[src/hdl/ancl_pkg.sv]
// ----------------------------------------------------------------------------
// Archive name CRC lookup: shared package
// Types, constants and helper functions used by the front end, the command
// queue and the table back end of the archive name lookup block.
// ----------------------------------------------------------------------------
package ancl_pkg;

  // Table geometry. The count must be able to hold the depth itself.
  localparam int unsigned TABLE_DEPTH = 4096;
  localparam int unsigned IDX_W       = (TABLE_DEPTH > 1) ? $clog2(TABLE_DEPTH) : 1;
  localparam int unsigned CNT_W       = $clog2(TABLE_DEPTH + 1);

  // Command queue between front end and back end; depth is a power of two so
  // that the pointers wrap naturally.
  localparam int unsigned CMDQ_DEPTH  = 4;
  localparam int unsigned CMDQ_PTR_W  = $clog2(CMDQ_DEPTH);
  localparam int unsigned CMDQ_CNT_W  = $clog2(CMDQ_DEPTH + 1);

  // CRC-32 (IEEE, reflected).
  localparam logic [31:0] CRC_POLY = 32'hEDB8_8320;
  localparam logic [31:0] CRC_ONES = 32'hFFFF_FFFF;

  // ASCII case folding.
  localparam logic [7:0] CHAR_LC_A   = 8'h61;
  localparam logic [7:0] CHAR_LC_Z   = 8'h7A;
  localparam logic [7:0] CASE_OFFSET = 8'h20;

  // Operation codes of an input item, also used for queued commands.
  localparam logic [1:0] OP_CLEAR  = 2'd0;
  localparam logic [1:0] OP_APPEND = 2'd1;
  localparam logic [1:0] OP_NAME   = 2'd2;

  typedef struct packed {
    logic [1:0]  opcode;
    logic [7:0]  name_char;
    logic        char_present;
    logic        name_last;
    logic [31:0] key_in;
    logic [31:0] length_in;
    logic [31:0] position_in;
    logic [15:0] label_in;
  } in_t;

  typedef struct packed {
    logic        found;
    logic [31:0] name_key;
    logic [31:0] length_out;
    logic [31:0] position_out;
    logic [15:0] label_out;
    logic        table_overflow;
  } out_t;

  typedef struct packed {
    logic [31:0] key;
    logic [31:0] length;
    logic [31:0] position;
    logic [15:0] label;
  } entry_t;

  // A command as it travels from the front end to the back end. For a lookup
  // the target holds the finalised CRC; for an append the entry is valid.
  typedef struct packed {
    logic [1:0]  op;
    logic [31:0] target;
    entry_t      entry;
  } cmd_t;

  function automatic logic [7:0] to_upper(input logic [7:0] ch);
    logic [7:0] res;
    res = ch;
    if (ch >= CHAR_LC_A && ch <= CHAR_LC_Z) begin
      res = ch - CASE_OFFSET;
    end
    return res;
  endfunction

  function automatic logic [31:0] crc_byte(input logic [31:0] crc, input logic [7:0] data);
    logic [31:0] c;
    c = crc ^ {24'd0, data};
    for (int b = 0; b < 8; b++) begin
      c = c[0] ? ((c >> 1) ^ CRC_POLY) : (c >> 1);
    end
    return c;
  endfunction

endpackage

[src/hdl/ancl_cmd_fifo.sv]
// ----------------------------------------------------------------------------
// Archive name CRC lookup: command queue
// A short first-in first-out queue that decouples the front end from the
// table back end.
// ----------------------------------------------------------------------------
module ancl_cmd_fifo (
  input  logic           clk_i,
  input  logic           rst_ni,
  input  logic           push_i,
  input  ancl_pkg::cmd_t data_i,
  output logic           full_o,
  input  logic           pop_i,
  output ancl_pkg::cmd_t data_o,
  output logic           empty_o
);

  ancl_pkg::cmd_t                     slots_q [ancl_pkg::CMDQ_DEPTH];
  logic [ancl_pkg::CMDQ_PTR_W-1:0]    wr_ptr_q, rd_ptr_q;
  logic [ancl_pkg::CMDQ_CNT_W-1:0]    count_q;
  logic                               do_push, do_pop;

  assign full_o  = (count_q == ancl_pkg::CMDQ_CNT_W'(ancl_pkg::CMDQ_DEPTH));
  assign empty_o = (count_q == '0);
  assign do_push = push_i && !full_o;
  assign do_pop  = pop_i && !empty_o;
  assign data_o  = slots_q[rd_ptr_q];

  always_ff @(posedge clk_i) begin
    if (do_push) begin
      slots_q[wr_ptr_q] <= data_i;
    end
  end

  always_ff @(posedge clk_i or negedge rst_ni) begin
    if (!rst_ni) begin
      wr_ptr_q <= '0;
      rd_ptr_q <= '0;
      count_q  <= '0;
    end else begin
      if (do_push) begin
        wr_ptr_q <= wr_ptr_q + 1'b1;
      end
      if (do_pop) begin
        rd_ptr_q <= rd_ptr_q + 1'b1;
      end
      if (do_push && !do_pop) begin
        count_q <= count_q + 1'b1;
      end else if (do_pop && !do_push) begin
        count_q <= count_q - 1'b1;
      end
    end
  end

endmodule

[config.mk]
export PLATFORM = sky130hd
export DESIGN_NAME = ancl_cmd_fifo
export DESIGN_NICKNAME = d
export VERILOG_FILES = /design/src/hdl/ancl_pkg.sv /design/src/hdl/ancl_cmd_fifo.sv
export SDC_FILE = /design/constraint.sdc
export NUM_CORES = 1
export LEC_CHECK = 0
export BUFFER_PORTS_ARGS = -buffer_cell sky130_fd_sc_hd__buf_2
export CAP_MARGIN = 20
export CORE_AREA = 2 2 236 238
export DETAILED_ROUTE_END_ITERATION = 8
export DIE_AREA = 0 0 238 240
export SYNTH_ARGS = -nofsm -noshare
export SYNTH_HDL_FRONTEND = slang
export SYNTH_SLANG_ARGS = --single-unit
[constraint.sdc]
create_clock -name clk_i -period 8.4 [get_ports clk_i]
set_input_delay 1.68 -clock clk_i [delete_from_list [all_inputs] [get_ports clk_i]]
set_output_delay 1.68 -clock clk_i [all_outputs]
set_load 0.05 [all_outputs]
==> impl_metrics.json <==
{
  "cts-resized-gates": 0,
  "hold_start": "count_q[2]",
  "hold_viol": 0,
  "worstReg2RegEnd": "slots_q[0][125]",
  "grt_pass1_vias": 9878,
  "final_cell_count_no_fill": 1894,
  "synthTopCellsByArea": "edfxtp_1, mux4_2, dfrtp_1",
  "vias_per_cell": 4.99,
  "cp_num_buf_inv": 3,
  "cap_violations": 0,
  "async_flop_share": 0.0118,
  "setup_viol": 0,
  "synth-edff-count": 584,
  "boundaryPins": 298,
  "synth_common_cells": "edfxtp_1, mux4_2, buf_2",
  "crit_path_end_kind": "primary output",
  "place_area_um2": 23800,
  "power.ir.vdd_worst_mv": 0.314,
  "final.period_utilization": 0.565,
  "drc": 0,
  "yosysMostFrequentCell": "edfxtp_1",
  "synthAdderAreaFrac": 0.00383,
  "drt-total-wl_um": 41600,
  "clk_pin_slew_worst_paths_ns": 0.06,
  "yosys_warnings": 0,
  "clock.fmax_mhz": 211,
  "period_minus_slack_ns": 4.75,
  "holdCritPathClass": "register to register",
  "rr_startpoint": "count_q[2]",
  "clock-root-buffer": "clkbuf_16",
  "n_fill_cell": 4547,
  "max-slew-margin-rel": 0.308,
  "syn_area_um2": 21500,
  "crit_required_ns": 6.72,
  "ctsHoldBuffers": 0,
  "rsz0062_at_grt": "false",
  "ys_seq_elements": 591,
  "cts_buffers": 61,
  "powerDensity_nw_per_um2": 417,
  "die-area_um2": 57100,
  "die_x_um": 238,
  "dp_hpwl_um": 23300,
  "rows": 86,
  "cts_tree": "done",
  "first_pass_iters": 5,
  "r2r_cells": 5,
  "yosys.area.top_type_share": 0.814,
  "syn_avg_cell_area_um2": 27.0,
  "synthXorXnorAreaFrac": 0.00244,
  "crit_path_top_delay_cell": "dfrtp_4",
  "cts_setup_buffers": 0,
  "path_class": "register to primary output",
  "cp_top_family": "buffers and inverters",
  "synthDistinctLibCells": 22,
  "vias": 9460,
  "final_cell_area_um2": 25700,
  "synth_compound_area_frac": 0,
  "die_y_um": 240,
  "fin_nets": 1292,
  "netlist_instances": 799,
  "grt_first_pass_wirelength_um": 61600,
  "worst_clock_skew_ns": 0.0237,
  "yosysTopAreaCell": "edfxtp_1",
  "multiInputGateArea_um2": 3520,
  "routabilityCongestion": 0.697,
  "drt_iter0_drc": 529,
  "wl_per_cell_um": 22.0,
  "r2r_setup_slack_ns": 5.73,
  "seq_area_um2": 17700,
  "drv_slew": 0,
  "ys.flop_type": "edfxtp_1",
  "insertion_delay_ns": 0.61,
  "crit_fanout": 37,
  "crit_arrival_ns": 3.07,
  "clock-sinks": 591,
  "coreArea_um2": 54700,
  "p_leak_nw": 8.68,
  "grtUsageTotal": 0.145,
  "grt_start_max_net_pins": 147,
  "ant_nets": 0,
  "crit_chain": "buf_16 -> buf_4 -> mux4_2 -> buf_2",
  "synth_top_family_by_area": "multiplexers",
  "status": "finished clean",
  "yosys.area_share.simple": 0.00290,
  "clockBufferDepth": 3,
  "overflow": 0,
  "io_buffers": 297,
  "start_kind": "register",
  "fin_setup_tns_ns": 0,
  "whs_endpoint": "count_q[2]",
  "drive_gt1_frac": 0.460,
  "start_util": 0.394,
  "area_growth_pct": 19.5,
  "synth_mux_area_frac": 0.154,
  "min_path_cells": 1,
  "htreeDepth": 2,
  "antenna_found_initial": 5,
  "dp.cells": 1777,
  "worst_pin_slew_ns": 1.04,
  "yosysSeqAreaShare": 0.822,
  "critPathMaxStageDelay_ns": 0.66,
  "syn_nets": 955
}
-- cell type report --
cell class                 instances  area share
sequential                       591       0.688
multi-input combinational        170       0.137
timing repair buffer             308      0.0637
clock buffer                      73      0.0627
tap                              704      0.0342
clock inverter                    40      0.0133
inverter                           4    0.000583
antenna                            4    0.000389
-- cell families (layout without fill, tap and decap cells) --
| logic type | count (synthesis) | count (layout) |
|---|---|---|
| flip-flops | 591 | 591 |
| multiplexers | 148 | 148 |
| buffers and inverters | 38 | 425 |
| AND/OR/NAND/NOR | 10 | 10 |
| adder cells (fa/ha/maj) | 6 | 6 |
| XOR/XNOR | 6 | 6 |
| other | 0 | 4 |
-- through the flow --
stage          hold slack [ns]  utilization  setup slack (ns)  power (mW)
5_1_grt                  0.519        0.471              3.37        11.2
6_report                 0.491        0.471              3.65        10.7
3_3_place_gp             0.459        0.434              3.69        8.24
2_1_floorplan            0.445            -              2.57        7.40
4_1_cts                  0.495        0.471              3.47        10.9
3_5_place_dp             0.485        0.435              4.14        8.28
-- registers in the layout, summed over array words and instances, names as in the netlist --
register and count:
count_q 3, wr_ptr_q 2, slots_q 584, rd_ptr_q 2
-- where the power goes --
part / total, mW / internal, mW / switching [mW]
sequential: 4.11 / 3.91 / 0.205
combinational: 4.00 / 1.16 / 2.84
clock: 2.61 / 1.54 / 1.07
-- cell usage in the layout, fill, tap and decap left out, drive strengths merged --
cell / count
edfxtp: 584
buf: 308
mux4: 146
clkbuf: 73
clkinv: 29
dfrtp: 7
bufinv: 6
inv: 6
ha: 5
diode: 4
and2: 4
xnor2: 4
clkinvlp: 3
xor2: 2
mux2: 2
nor3b: 1
nor2b: 1
or3: 1
nand2: 1
nand3: 1
nor2: 1
fa: 1
-- how the worst max path moves through the flow --
stage	startpoint	end	slack (ns)	cells past startpoint
after CTS	rd_ptr_q[0]	data_o[22]	3.47	4
final	rd_ptr_q[0]	data_o[22]	3.65	4
after floorplan	push_i	slots_q[0][0]	2.57	3
after global routing	rd_ptr_q[0]	data_o[11]	3.37	4
after detailed placement	rd_ptr_q[0]	data_o[22]	4.14	4
after global placement	rd_ptr_q[0]	data_o[129]	3.69	3
-- per-layer routing --
metal / vias to the layer above / global-route usage / wire [um]
met1: 4999 / 0.196 / 17600
met2: 226 / 0.234 / 20800
met5: - / 0 / 57
met3: 72 / 0.0378 / 2380
li1: 4155 / - / -
met4: 8 / 0.0386 / 781
No activity file was read; power rests on OpenSTA's default activity.
