[src/hdl/ancl_pkg.sv]
// ----------------------------------------------------------------------------
// Archive name CRC lookup: shared package
// Types, constants and helper functions used by the front end, the command
// queue and the table back end of the archive name lookup block.
// ----------------------------------------------------------------------------
package ancl_pkg;

  // Table geometry. The count must be able to hold the depth itself.
  localparam int unsigned TABLE_DEPTH = 4096;
  localparam int unsigned IDX_W       = (TABLE_DEPTH > 1) ? $clog2(TABLE_DEPTH) : 1;
  localparam int unsigned CNT_W       = $clog2(TABLE_DEPTH + 1);

  // Command queue between front end and back end; depth is a power of two so
  // that the pointers wrap naturally.
  localparam int unsigned CMDQ_DEPTH  = 4;
  localparam int unsigned CMDQ_PTR_W  = $clog2(CMDQ_DEPTH);
  localparam int unsigned CMDQ_CNT_W  = $clog2(CMDQ_DEPTH + 1);

  // CRC-32 (IEEE, reflected).
  localparam logic [31:0] CRC_POLY = 32'hEDB8_8320;
  localparam logic [31:0] CRC_ONES = 32'hFFFF_FFFF;

  // ASCII case folding.
  localparam logic [7:0] CHAR_LC_A   = 8'h61;
  localparam logic [7:0] CHAR_LC_Z   = 8'h7A;
  localparam logic [7:0] CASE_OFFSET = 8'h20;

  // Operation codes of an input item, also used for queued commands.
  localparam logic [1:0] OP_CLEAR  = 2'd0;
  localparam logic [1:0] OP_APPEND = 2'd1;
  localparam logic [1:0] OP_NAME   = 2'd2;

  typedef struct packed {
    logic [1:0]  opcode;
    logic [7:0]  name_char;
    logic        char_present;
    logic        name_last;
    logic [31:0] key_in;
    logic [31:0] length_in;
    logic [31:0] position_in;
    logic [15:0] label_in;
  } in_t;

  typedef struct packed {
    logic        found;
    logic [31:0] name_key;
    logic [31:0] length_out;
    logic [31:0] position_out;
    logic [15:0] label_out;
    logic        table_overflow;
  } out_t;

  typedef struct packed {
    logic [31:0] key;
    logic [31:0] length;
    logic [31:0] position;
    logic [15:0] label;
  } entry_t;

  // A command as it travels from the front end to the back end. For a lookup
  // the target holds the finalised CRC; for an append the entry is valid.
  typedef struct packed {
    logic [1:0]  op;
    logic [31:0] target;
    entry_t      entry;
  } cmd_t;

  function automatic logic [7:0] to_upper(input logic [7:0] ch);
    logic [7:0] res;
    res = ch;
    if (ch >= CHAR_LC_A && ch <= CHAR_LC_Z) begin
      res = ch - CASE_OFFSET;
    end
    return res;
  endfunction

  function automatic logic [31:0] crc_byte(input logic [31:0] crc, input logic [7:0] data);
    logic [31:0] c;
    c = crc ^ {24'd0, data};
    for (int b = 0; b < 8; b++) begin
      c = c[0] ? ((c >> 1) ^ CRC_POLY) : (c >> 1);
    end
    return c;
  endfunction

endpackage

[src/hdl/ancl_front.sv]
// ----------------------------------------------------------------------------
// Archive name CRC lookup: front end
// Accepts input items, folds filename bytes into the running CRC and turns
// clears, appends and completed names into commands for the back end.
// ----------------------------------------------------------------------------
module ancl_front (
  input  logic           clk_i,
  input  logic           rst_ni,
  input  logic           push,
  output logic           full,
  input  ancl_pkg::in_t  in_i,
  input  logic           cmdq_full_i,
  output logic           cmd_push_o,
  output ancl_pkg::cmd_t cmd_o
);

  logic [31:0] crc_q, crc_d;
  logic [31:0] crc_next;
  logic        accept;

  assign full   = cmdq_full_i;
  assign accept = push && !cmdq_full_i;

  // An absent character leaves the CRC untouched, which permits empty names.
  assign crc_next = in_i.char_present ?
                    ancl_pkg::crc_byte(crc_q, ancl_pkg::to_upper(in_i.name_char)) : crc_q;

  always_comb begin
    crc_d            = crc_q;
    cmd_push_o       = 1'b0;
    cmd_o.op         = in_i.opcode;
    cmd_o.target     = ~crc_next;
    cmd_o.entry      = '{key: in_i.key_in, length: in_i.length_in,
                         position: in_i.position_in, label: in_i.label_in};
    if (accept) begin
      unique case (in_i.opcode)
        ancl_pkg::OP_CLEAR,
        ancl_pkg::OP_APPEND: begin
          cmd_push_o = 1'b1;
        end
        ancl_pkg::OP_NAME: begin
          if (in_i.name_last) begin
            cmd_push_o = 1'b1;
            crc_d      = ancl_pkg::CRC_ONES;
          end else begin
            crc_d      = crc_next;
          end
        end
        default: begin
          crc_d = crc_q;
        end
      endcase
    end
  end

  always_ff @(posedge clk_i or negedge rst_ni) begin
    if (!rst_ni) begin
      crc_q <= ancl_pkg::CRC_ONES;
    end else begin
      crc_q <= crc_d;
    end
  end

endmodule

[config.mk]
export PLATFORM = sky130hd
export DESIGN_NAME = ancl_front
export DESIGN_NICKNAME = d
export VERILOG_FILES = /design/src/hdl/ancl_pkg.sv /design/src/hdl/ancl_front.sv
export SDC_FILE = /design/constraint.sdc
export NUM_CORES = 1
export LEC_CHECK = 0
export ABC_CLOCK_PERIOD_IN_PS = 3900
export BUFFER_PORTS_ARGS = -buffer_cell sky130_fd_sc_hd__buf_2
export CAP_MARGIN = 0
export CORE_AREA = 3 3 105 107
export DETAILED_ROUTE_END_ITERATION = 16
export DIE_AREA = 0 0 108 110
export GPL_TIMING_DRIVEN = 0
export PLACE_DENSITY = 0.73
export SLEW_MARGIN = 15
export SYNTH_ARGS = -nofsm -noshare
export SYNTH_HDL_FRONTEND = slang
export SYNTH_SLANG_ARGS = --single-unit
[constraint.sdc]
create_clock -name clk_i -period 3.9 [get_ports clk_i]
set_clock_uncertainty 0.05 [all_clocks]
set_input_delay 0.195 -clock clk_i [delete_from_list [all_inputs] [get_ports clk_i]]
set_output_delay 0.195 -clock clk_i [all_outputs]
set_load 0.02 [all_outputs]
==> impl_metrics.tcl <==
set metrics [dict create \
    max_slew_margin_pct 46.0 \
    via_count 2922 \
    outcome "finished, final reports clean" \
    dieArea_sq_mm 0.0119 \
    grt_util_all_layers_pct 16.3 \
    clk_pin_slew_ns 0.07 \
    timing.final.hold_violations 0 \
    synth_area_sq_mm 0.00357 \
    cpPeakStageDelay_ns 0.51 \
    area_delta_synth_final_pct 30.0 \
    clock-root-buffer "clkbuf_8" \
    final_cell_mix "buf_2, buf_4, xnor2_1" \
    leakage_nw 2.42 \
    synth_cells 347 \
    largest_register "crc_q" \
    yosys_warnings 0 \
    max_slew.worst_pin.slew_ns 0.811 \
    worstPathArrival_ns 2.87 \
    grt_pass1_vias 2711 \
    core-area_sq_mm 0.0102 \
    synth.top_cell.area_share_pct 24.2 \
    netlist.top_cell.by_area "buf_4" \
    layout.nets 645 \
    fillerInstances 995 \
    synth_top_flop_cell "dfstp_2" \
    async_flop_share_pct 100 \
    drc_errors 0 \
    mostFrequentLayoutCell "buf_2" \
    synth-seq-area-share_pct 23.6 \
    multi_input_area_sq_mm 0.00179 \
    critPathTopFamily "XOR/XNOR gates" \
    ys_top_cells_by_area "buf_4, dfstp_2, xnor3_1, xnor2_1, mux2i_1" \
    cp_max_fo 6 \
    synth.distinct_cells 40 \
    grt_setup_unrepaired "false" \
    clkLatencyLatePin_ns 0.29 \
    setup_violations 0 \
    grt_pass1_wl_um 14900 \
    worst_path_most_repeated_cell "xnor2_1" \
    top_regs "crc_q x32" \
    drt-initial-drc-count 151 \
    fp.dieH_um 110 \
    cap_violations 0 \
    drtAntennaViolNets 0 \
    finalWirelength_um 10800 \
    num_rows 37 \
    drive_gt1_share_pct 63.6 \
    dp_hpwl_um 9070 \
    vias_per_cell 4.47 \
    fmax_mhz 321 \
    drtPass1Iterations 4 \
    largest_reg_flops 32 \
    min_path_type "in -> reg" \
    finalMaxSlewViolations 0 \
    irDropWorstVdd_mv 0.706 \
    die-width_um 108 \
    diodes 0 \
    cp_slowest_cell "xnor2_1" \
    path_cells "xnor2_2, xnor2_1, xnor2_1, xor2_1, xnor3_1, mux2i_1, buf_2" \
    cts_repair_resize_count 0 \
    period_needed_ns 3.12 \
    whs_ns 0.213 \
    path_buf_inv 1 \
    start_util_pct 34.9 \
    endpoint_kind "output port" \
    grt_max_degree 33 \
    syn_nets 476 \
    cts_hold_buf 0 \
    period_share_pct 79.9 \
    place.gp.congestion 0.851 \
    post_cts_buffers 0 \
    p_per_area_mw_per_mm2 923 \
    avgSynthCellArea_sq_um 10.3 \
    critPathRequiredTime_ns 3.65 \
    cts_sinks 32 \
    max-clock-path-buffers 2 \
    io_pins 276 \
    post-route-cell-area_sq_mm 0.00464 \
    wl_per_cell_um 16.5 \
    cts_buffers 5 \
    cp-start-kind "flop" \
    placed_cell_area_sq_mm 0.00455 \
    port_buffers 162 \
    setup_tns_ns 0 \
    synth_edf_count 0 \
    critPathKind "reg -> out" \
    overflow 0 \
    area.sequential_sq_um 841 \
    htree_levels 2 \
    ys_ff_latch 32 \
    tritoncts "yes" \
    antenna_found_initial 0 \
]
worst paths after layout:
check / from / endpoint / slack [ns] / depth (start not counted)
min in group asynchronous: rst_ni / crc_q[17] / 0.30 / 1
worst max register to register: crc_q[4] / crc_q[23] / 1.31 / 6
worst max-delay path: crc_q[4] / cmd_o[135] / 0.78 / 7
max in group asynchronous: rst_ni / crc_q[18] / 3.46 / 1
worst min register to register: crc_q[24] / crc_q[24] / 0.48 / 2
worst min-delay path: in_i[112] / crc_q[12] / 0.21 / 3
Yosys cell counts, types with 2 or more instances:
cell	instances
a211oi_1	3
a21oi_1	12
and2_1	2
buf_4	115
clkbuf_1	11
dfstp_2	32
inv_1	5
mux2i_1	29
nand2_1	5
nand3_1	2
nor2_1	11
nor3_1	3
nor4_1	2
o21ai_0	2
o22a_1	22
o22ai_1	2
xnor2_1	41
xnor2_2	4
xnor3_1	18
xor2_1	6
layout make-up:
type                    instances  area share (%)
plain buffers                 128            19.8
clock buffers                   8            1.94
inverters                       5           0.405
multi-input cells             182            38.5
flip-flops and latches         32            18.1
well taps                     136            3.67
repair buffers                162            17.5
worst register-to-register path, delay by kind of cell (launching register included):
family / cells / cell delay [ns]
xor gates and xnor gates: 5 / 1.86
AOI/OAI and AO/OA: 1 / 0.22
DFF: 1 / 0.39
cells by family (layout without fill, tap and decap cells):
logic type,count (synthesis),after routing,synth area share [%]
AOI/OAI and AO/OA,49,49,10.3
xor gates and xnor gates,71,71,26.3
adders and majority gates,1,1,0.351
buffers and inverters,133,303,26.3
DFF,32,32,23.6
muxes,29,29,8.14
and+or+nand+nor,32,32,5.05
metal layers:
metal / share of wire (%) / wire (um) / vias to the layer above / GRT usage, %
li1: - / - / 1399 / -
met2: 52 / 5580 / 144 / 28.8
met3: 7.6 / 821 / 12 / 2.91
met1: 40 / 4280 / 1367 / 21.0
met5: 0 / 0 / - / 0
met4: 0.82 / 88 / 0 / 3.07
power by group:
group / internal (mW) / switching, mW / leakage (nW)
combinational: 1.52 / 1.78 / 2.04
sequential: 0.566 / 0.148 / 0.337
clock: 0.144 / 0.126 / 0.0455
per-stage QoR:
| stage | total power [mW] | std cells | setup WS (ns) | utilization (%) |
|---|---|---|---|---|
| floorplan | 3.22 | 347 | 1.41 | - |
| global placement | 3.98 | 645 | 1.15 | 44.4 |
| detailed placement | 4.04 | 645 | 1.12 | 44.4 |
| CTS | 4.33 | 653 | 0.800 | 45.3 |
| global route | 4.58 | 653 | 0.595 | 45.3 |
| finish | 4.28 | 653 | 0.785 | 45.3 |
Note: power is estimated with default switching activity, not from simulation.
